File: src/rtl/core/lcv_pkg.sv
// Package for the leaf class vote block: payload structs and default sizes.
// No dependencies.
package lcv_pkg;
	localparam int MAX_CLASSES_DEF = 16;
	localparam int COUNT_BITS_DEF = 32;
	localparam logic [1:0] FUNC_PRIOR = 2'd0;
	localparam logic [1:0] FUNC_LABEL = 2'd1;
	localparam logic [1:0] FUNC_FINISH = 2'd2;

	typedef struct packed {
		logic [1:0] func;
		logic [3:0] class_index;
		logic [15:0] prior_fraction;
	} lcv_in_t;

	typedef struct packed {
		logic [3:0] class_out;
		logic [16:0] hist_share;
		logic [31:0] reached_count;
		logic [3:0] major_label;
		logic major_valid;
		logic [3:0] second_label;
		logic second_valid;
		logic last;
	} lcv_out_t;
endpackage

File: src/rtl/core/leaf_class_vote.sv
// Leaf class vote: label histogram, prior weighting and top-two scan.
// Depends on lcv_pkg. One shared serial divider serves all quotients.
// Loads and labels are accepted back to back while idle; the input stalls during a finish.
// Finish divides per class on the one-bit-per-cycle divider, DW = WBITS+log2(MAX_CLASSES)+18
// bits wide, and also waits on any output stall.
// Reset clears counts, total and sequencer and sets num_classes to 2; priors stay undefined.
module leaf_class_vote
	import lcv_pkg::*;
#(
	parameter int MAX_CLASSES = MAX_CLASSES_DEF,
	parameter int COUNT_BITS = COUNT_BITS_DEF
) (
	input logic clk,
	input logic arst_n,
	input logic in_valid,
	output logic in_stall,
	input lcv_in_t in_data,
	output logic out_valid,
	input logic out_stall,
	output lcv_out_t out_data,
	input logic cfg_we,
	input logic [4:0] cfg_wdata
);
	localparam int IW = $clog2(MAX_CLASSES);
	localparam int KW = $clog2(MAX_CLASSES + 1);
	localparam int WBITS = (COUNT_BITS + 16 < 56) ? COUNT_BITS + 16 : 56;
	localparam int SW = WBITS + IW + 1;
	localparam int DW = SW + 17;
	localparam int CW = $clog2(DW + 1);
	localparam logic [COUNT_BITS-1:0] CMAX = '1;
	localparam logic [WBITS-1:0] WCAP = '1;

	localparam logic [2:0] S_IDLE = 3'd0;
	localparam logic [2:0] S_SCAN = 3'd1;
	localparam logic [2:0] S_WDIV = 3'd2;
	localparam logic [2:0] S_RDIV = 3'd3;
	localparam logic [2:0] S_SDIV = 3'd4;
	localparam logic [2:0] S_OUT = 3'd5;

	logic [COUNT_BITS-1:0] cnt_q [MAX_CLASSES];
	logic [15:0] prior_q [MAX_CLASSES];
	logic [COUNT_BITS-1:0] total_q;
	logic [4:0] ncls_q;
	logic [2:0] st_q;
	logic [IW-1:0] k_q;
	logic pass_q;
	logic [SW-1:0] sum_q;
	logic [WBITS-1:0] w_q;
	logic [COUNT_BITS-1:0] maxc_q, secc_q;
	logic [IW-1:0] maxk_q, seck_q;
	logic hsec_q;
	logic [DW-1:0] rem_q, quo_q, den_q;
	logic [CW-1:0] bit_q;
	logic [31:0] reach_q;
	logic [16:0] share_q;
	lcv_out_t out_q;
	logic ov_q;

	logic [KW-1:0] kk;
	always_comb begin
		if (ncls_q == 5'd0) kk = KW'(1);
		else if (32'(ncls_q) > 32'(MAX_CLASSES)) kk = KW'(MAX_CLASSES);
		else kk = KW'(ncls_q);
	end

	wire acc = in_valid && !in_stall;
	assign in_stall = st_q != S_IDLE;
	assign out_valid = ov_q;
	assign out_data = out_q;

	wire [IW-1:0] lidx = IW'(in_data.class_index);
	wire lbl_ok = (32'(in_data.class_index) < 32'(kk));
	wire [COUNT_BITS-1:0] ck = cnt_q[k_q];
	wire [15:0] pk = prior_q[k_q];
	wire is_last = (KW'(k_q) + KW'(1)) == kk;
	wire [DW-1:0] rsh = {rem_q[DW-2:0], quo_q[DW-1]};
	wire ge = rsh >= den_q;
	wire [DW-1:0] dnum = DW'({ck, 16'd0});
	wire [DW-1:0] wq = quo_q;
	wire wbig = wq > DW'(WCAP);
	wire valid = total_q != '0;
	wire out_load = (st_q == S_OUT) && (!ov_q || !out_stall);

	always_ff @(posedge clk or negedge arst_n) begin
		if (!arst_n) begin
			st_q <= S_IDLE;
			ncls_q <= 5'd2;
			total_q <= '0;
			ov_q <= 1'b0;
			for (int i = 0; i < MAX_CLASSES; i++) cnt_q[i] <= '0;
		end else begin
			if (cfg_we) ncls_q <= cfg_wdata;
			if (out_load) ov_q <= 1'b1;
			else if (!out_stall) ov_q <= 1'b0;
			case (st_q)
				S_IDLE: begin
					if (acc) begin
						case (in_data.func)
							FUNC_PRIOR: begin
								if (32'(in_data.class_index) < 32'(MAX_CLASSES))
									prior_q[lidx] <= in_data.prior_fraction;
							end
							FUNC_LABEL: begin
								if (lbl_ok) begin
									if (cnt_q[lidx] != CMAX) cnt_q[lidx] <= cnt_q[lidx] + 1'b1;
									if (total_q != CMAX) total_q <= total_q + 1'b1;
								end
							end
							FUNC_FINISH: begin
								st_q <= S_SCAN;
								k_q <= '0;
								pass_q <= 1'b0;
								sum_q <= '0;
								hsec_q <= 1'b0;
							end
							default: ;
						endcase
					end
				end
				S_SCAN: begin
					if (!pass_q) begin
						if (k_q == '0 || ck > maxc_q) begin
							if (k_q != '0) begin
								secc_q <= maxc_q; seck_q <= maxk_q; hsec_q <= 1'b1;
							end
							maxc_q <= ck; maxk_q <= k_q;
						end else if (!hsec_q || ck > secc_q) begin
							secc_q <= ck; seck_q <= k_q; hsec_q <= 1'b1;
						end
					end
					if (pk == 16'd0) begin
						if (!pass_q) begin
							sum_q <= sum_q + SW'((ck != '0) ? WCAP : '0);
							if (is_last) begin pass_q <= 1'b1; k_q <= '0; end
							else k_q <= k_q + 1'b1;
						end else begin
							reach_q <= (ck != '0) ? '1 : '0;
							rem_q <= '0;
							quo_q <= (ck != '0) ? DW'({WCAP, 16'd0}) : '0;
							den_q <= DW'(sum_q);
							bit_q <= CW'(DW);
							st_q <= S_SDIV;
						end
					end else begin
						rem_q <= '0;
						quo_q <= dnum;
						den_q <= DW'(pk);
						bit_q <= CW'(DW);
						st_q <= S_WDIV;
					end
				end
				S_WDIV, S_RDIV, S_SDIV: begin
					if (bit_q != '0) begin
						rem_q <= ge ? rsh - den_q : rsh;
						quo_q <= {quo_q[DW-2:0], ge};
						bit_q <= bit_q - 1'b1;
					end else if (st_q == S_WDIV) begin
						w_q <= wbig ? WCAP : WBITS'(wq);
						if (!pass_q) begin
							sum_q <= sum_q + SW'(wbig ? WCAP : WBITS'(wq));
							st_q <= S_SCAN;
							if (is_last) begin pass_q <= 1'b1; k_q <= '0; end
							else k_q <= k_q + 1'b1;
						end else begin
							rem_q <= '0;
							quo_q <= wq;
							den_q <= DW'(kk);
							bit_q <= CW'(DW);
							st_q <= S_RDIV;
						end
					end else if (st_q == S_RDIV) begin
						reach_q <= (wq > DW'(32'hFFFF_FFFF)) ? '1 : wq[31:0];
						rem_q <= '0;
						quo_q <= DW'({w_q, 16'd0});
						den_q <= DW'(sum_q);
						bit_q <= CW'(DW);
						st_q <= S_SDIV;
					end else begin
						share_q <= (sum_q == '0) ? '0 : wq[16:0];
						st_q <= S_OUT;
					end
				end
				S_OUT: begin
					if (out_load) begin
						out_q.class_out <= 4'(k_q);
						out_q.hist_share <= share_q;
						out_q.reached_count <= reach_q;
						out_q.major_label <= valid ? 4'(maxk_q) : 4'd0;
						out_q.major_valid <= valid;
						out_q.second_label <= (valid && hsec_q) ? 4'(seck_q) : 4'd0;
						out_q.second_valid <= valid && hsec_q;
						out_q.last <= is_last;
						if (is_last) begin
							st_q <= S_IDLE;
							total_q <= '0;
							for (int i = 0; i < MAX_CLASSES; i++) cnt_q[i] <= '0;
						end else begin
							k_q <= k_q + 1'b1;
							st_q <= S_SCAN;
						end
					end
				end
				default: st_q <= S_IDLE;
			endcase
		end
	end

`ifndef SYNTHESIS
	a_stall: assert property (@(posedge clk) disable iff (!arst_n)
		(st_q != S_IDLE) |-> in_stall) else $error("accepting while busy");
	a_hold: assert property (@(posedge clk) disable iff (!arst_n)
		(out_valid && out_stall) |=> $stable(out_data)) else $error("output changed under stall");
	a_clr: assert property (@(posedge clk) disable iff (!arst_n)
		(st_q == S_OUT && is_last && !(ov_q && out_stall)) |=> (total_q == '0))
		else $error("counts not cleared");
`endif
endmodule
File: config.mk
export PLATFORM = sky130hd
export DESIGN_NAME = leaf_class_vote
export DESIGN_NICKNAME = d
export VERILOG_FILES = /design/src/rtl/core/lcv_pkg.sv /design/src/rtl/core/leaf_class_vote.sv
export SDC_FILE = /design/constraint.sdc
export NUM_CORES = 2
export LEC_CHECK = 0
export BUFFER_PORTS_ARGS = -buffer_cell sky130_fd_sc_hd__buf_2
export CORE_UTILIZATION = 58
export DETAILED_ROUTE_END_ITERATION = 10
export GPL_TIMING_DRIVEN = 1
export MAX_ROUTING_LAYER = met4
export PLACE_DENSITY_LB_ADDON = 0.3
export SETUP_SLACK_MARGIN = 0.5
export SYNTH_ARGS = -nofsm -noshare
export SYNTH_HDL_FRONTEND = slang
export SYNTH_SLANG_ARGS = --single-unit
export TNS_END_PERCENT = 5
File: constraint.sdc
create_clock -name clk -period 11.04 [get_ports clk]
set_clock_uncertainty 0.05 [all_clocks]
set_input_delay 1.104 -clock clk [delete_from_list [all_inputs] [get_ports clk]]
set_output_delay 1.104 -clock clk [all_outputs]
set_load 0.02 [all_outputs]
==> metrics <==
status=finished with violations; violated checks=design-rule violations; final slew viol count=0; MaxCap Viol Count=0; Final HPWL DP=121.5 mm; DRT Wirelength=199.2 mm; R2R cell count=21; cell family with most CP delay=simple AND/OR/NAND/NOR gates; Final Instance Count excl. Fillers=7397; Int Pwr=around 11 mW; overall die height=about 340 um; Worst Path Buf+Inv=3; Sw Ratio=35.59%; Slew Limit Headroom=10.79%; Fin. Hold Viols=0; pwr/cell area=225.6 nW/um2; core outline area=~110000 um2; worst skew pair latency=approximately 0.79 ns; CTS hold repair buffers=0; post-synthesis async set-or-reset flop share=a little over two fifths; Initial Utilization=slightly below 60%; Pre-antenna DRT Iters=9; Cell Area, Synth=67170 um2; TNS Setup=0 ns; Slowest Stage Delay on Critical Path=0.63 ns; via total after detailed routing=around 50000; Yosys warning total=0; floorplan row count=roughly 120; number of flops mapped to enable cells by yosys=approximately 750; via/cell ratio=approximately 6.7; multi-input logic area=~29000 um2; synthesized net count=6009; Mapped Cells=around 5800; Achievable Freq=120.4 MHz; Combinational Power Share=32.7%; Post-CTS Setup Inserts=0; reg-to-reg slack, setup=around 2.7 ns; CTS tree=yes; Reg power frac=between 30% and 40%; slowest CP cell=mux4_2; crit-path max FO=between 40 and 50; reg2reg start=k_q[2]; I/O pins=98; period utilization=about three quarters; Clock Path Buffers=3; gr ovfl total=0; CP Data Arrival Time=a little under 9 ns; Final nets=approximately 6000; initial antenna violation count=9; post-CTS sizing=0; critical path type=reg -> reg; Worst Setup EP=sum_q[50]; final setup fails=0; register bit total from synthesis=between 1000 and 1500; Avg Cell Area, Syn=11.58 um2; Critical Path Source Type=register; gpl congestion=1.007; crit-path cells=buf_4 > buf_4 > mux4_2 > mux4_2 > nor4_1 > nand4_1 > or2_2 > nor2_4 > buf_4 > nor2_1 > ha_1 > and3_1 > nand3_1 > nor3_1 > nand3_1 > a221oi_1 > o2111ai_1 > a21oi_1 > o221ai_1 > a21oi_1 > mux2i_1; Die X=between 300 and 400 um; H-tree depth=4; Seq/Total Area, Yosys=54.12%; Inst Count DP=7135; filler cell count=about 8600; antenna-violating nets left=0; most common cell after layout, fill and taps aside=nand2_1; GRT Overall Usage=a little over a third; CTS Buf Count=between 100 and 150; Cell variety after synth=90; initial drt markers=about 6400; Setup crit start=k_q[2]; Tightest Hold Check Type=in -> async; Crit. path cell count=21; first-pass GRT wire length=between 200 and 300 mm; crit end category=register; die footprint=roughly 120000 um2; detail-routed net length per standard cell=between 20 and 30 um; CTS Sinks=around 1300; Remaining DRCs=64; input/output buffers=97; R2R Path End=sum_q[50]; largest net degree at the start of global routing=99; LEAKAGE=27.76 nW; Worst Max-Slew Pin Slew=roughly 1.3 ns; fraction of layout cells with a size suffix above 1=14.70%; Reg clk slew, reported paths=approximately 0.070 ns; Sw Pwr=5.914 mW; VDD IR max=around 0.17 mV; Root Buffer=clkbuf_16; most frequent cells in the layout=nand2_1 (848), edfxtp_1 (747), dfrtp_1 (552); vias in the first global route=48250; part of the power in the clock network=28.2%; RSZ-0062 raised after global routing=no; Area Overhead vs Synth=9.662%; post-layout min period=8.308 ns; worst path required time=between 10 and 15 ns; Top FF cell, synth=edfxtp_1; Most common cell on crit path=buf_4; Reg area=36360 um2
-- how the worst min path moves through the flow --
stage                 from            to  slack, ns  cells after the start
6_report            arst_n    cnt_q[485]       0.23                      1
5_1_grt             arst_n    cnt_q[305]       0.25                      1
4_1_cts             arst_n    cnt_q[325]       0.22                      1
3_5_place_dp   reach_q[20]  out_data[31]       0.35                      0
3_3_place_gp    reach_q[0]  out_data[11]       0.35                      0
2_1_floorplan   reach_q[0]  out_data[11]       0.35                      0
-- logic make-up after synthesis --
group / Yosys count / synth area share (%)
muxes: 474 / 13.10
xor gates and xnor gates: 159 / 2.211
AOI/OAI and AO/OA: 1330 / 11.71
buffers and inverters: 554 / 3.547
and+or+nand+nor: 1804 / 12.01
DFF: 1304 / 54.12
adders and majority gates: 176 / 3.301
-- worst register-to-register path, stage by stage (launching register included) --
cell,delay [ns]
edfxtp_1,0.54
buf_4,0.54
buf_4,0.55
mux4_2,0.42
mux4_2,0.63
nor4_1,0.39
nand4_1,0.12
or2_2,0.36
nor2_4,0.63
buf_4,0.58
nor2_1,0.12
ha_1,0.42
and3_1,0.19
nand3_1,0.10
nor3_1,0.22
nand3_1,0.17
a221oi_1,0.52
o2111ai_1,0.28
a21oi_1,0.49
o221ai_1,0.35
a21oi_1,0.25
mux2i_1,0.20
-- synthesized netlist by cell type, drive strengths merged (7+ instances only) --
library cell | n | area share (%)
o211ai | 13 | 0.15
a21boi | 7 | 0.095
mux2 | 21 | 0.35
o31ai | 7 | 0.078
o21ai | 732 | 5.5
edfxtp | 747 | 33
nor4 | 50 | 0.48
mux4 | 322 | 11
o21a | 54 | 0.60
nand3 | 65 | 0.48
inv | 174 | 0.97
xnor2 | 78 | 1.1
and2 | 61 | 0.57
clkbuf | 263 | 1.5
nand4 | 57 | 0.54
xor2 | 80 | 1.1
or3 | 20 | 0.19
a221oi | 53 | 0.69
a21o | 54 | 0.60
or2 | 9 | 0.084
a31oi | 50 | 0.47
mux2i | 131 | 2.0
nand2 | 860 | 4.8
a21oi | 175 | 1.3
a211oi | 15 | 0.17
a2111oi | 8 | 0.10
o41ai | 7 | 0.091
or4 | 10 | 0.11
and3 | 47 | 0.45
nor2b | 51 | 0.48
ha | 174 | 3.2
a221o | 9 | 0.13
dfrtp | 552 | 21
a22o | 28 | 0.37
nor3 | 66 | 0.49
nand2b | 85 | 0.79
o21bai | 21 | 0.23
nor2 | 402 | 2.3
a22oi | 44 | 0.49
o22ai | 8 | 0.075
buf | 116 | 1.1
-- power groups by stage --
| stage | combinational (mW) | clock, mW | sequential (mW) |
|---|---|---|---|
| after global routing | 5.88 | 4.91 | 6.53 |
| after global placement | 5.19 | 0 | 6.55 |
| after floorplan | 3.89 | 0 | 6.34 |
| after detailed placement | 5.28 | 0 | 6.57 |
| after CTS | 5.34 | 4.72 | 6.48 |
| final | 5.43 | 4.69 | 6.49 |
-- per-layer routing --
metal	part of all wire, %	GRT usage (%)	up-vias
met2	44	50.30	3103
met4	4.1	14.06	0
met5	0	-	-
li1	-	-	21340
met3	12	9.282	662
met1	39	47.91	24590
-- cell type report --
type,instances,share of cell area (%)
diodes,7,0.02378
repair buffers,201,1.792
clock buffers,179,5.167
clock inverters,76,1.007
well taps,1512,2.568
flip-flops and latches,1304,49.36
inverters,175,0.8918
multi-input cells,3943,39.19
-- sequential cells by signal, indices dropped and copies added (netlist names), 5 cells and up, named ones only --
register and count:
reach_q 32, maxc_q 32, cnt_q 512, total_q 32, rem_q 69, bit_q 7
w_q 48, den_q 53, share_q 17, ncls_q 5, quo_q 70, sum_q 53
secc_q 32, prior_q 256, out_data 64
-- through the flow --
| step | hold slack [ns] | total power, mW | util [%] | setup WS [ns] | cell area (um2) |
|---|---|---|---|---|---|
| after floorplan | 0.3503 | 10.22 | - | 2.248 | 67170 |
| after global placement | 0.3526 | 11.75 | 60.34 | 3.226 | 69090 |
| after detailed placement | 0.3545 | 11.85 | 60.34 | 3.101 | 69090 |
| after CTS | 0.2185 | 16.54 | 64.32 | 3.014 | 73640 |
| after global routing | 0.2522 | 17.32 | 64.33 | 2.192 | 73660 |
| final | 0.2265 | 16.62 | 64.33 | 2.732 | 73660 |
Power figures use the tool's default switching activity.
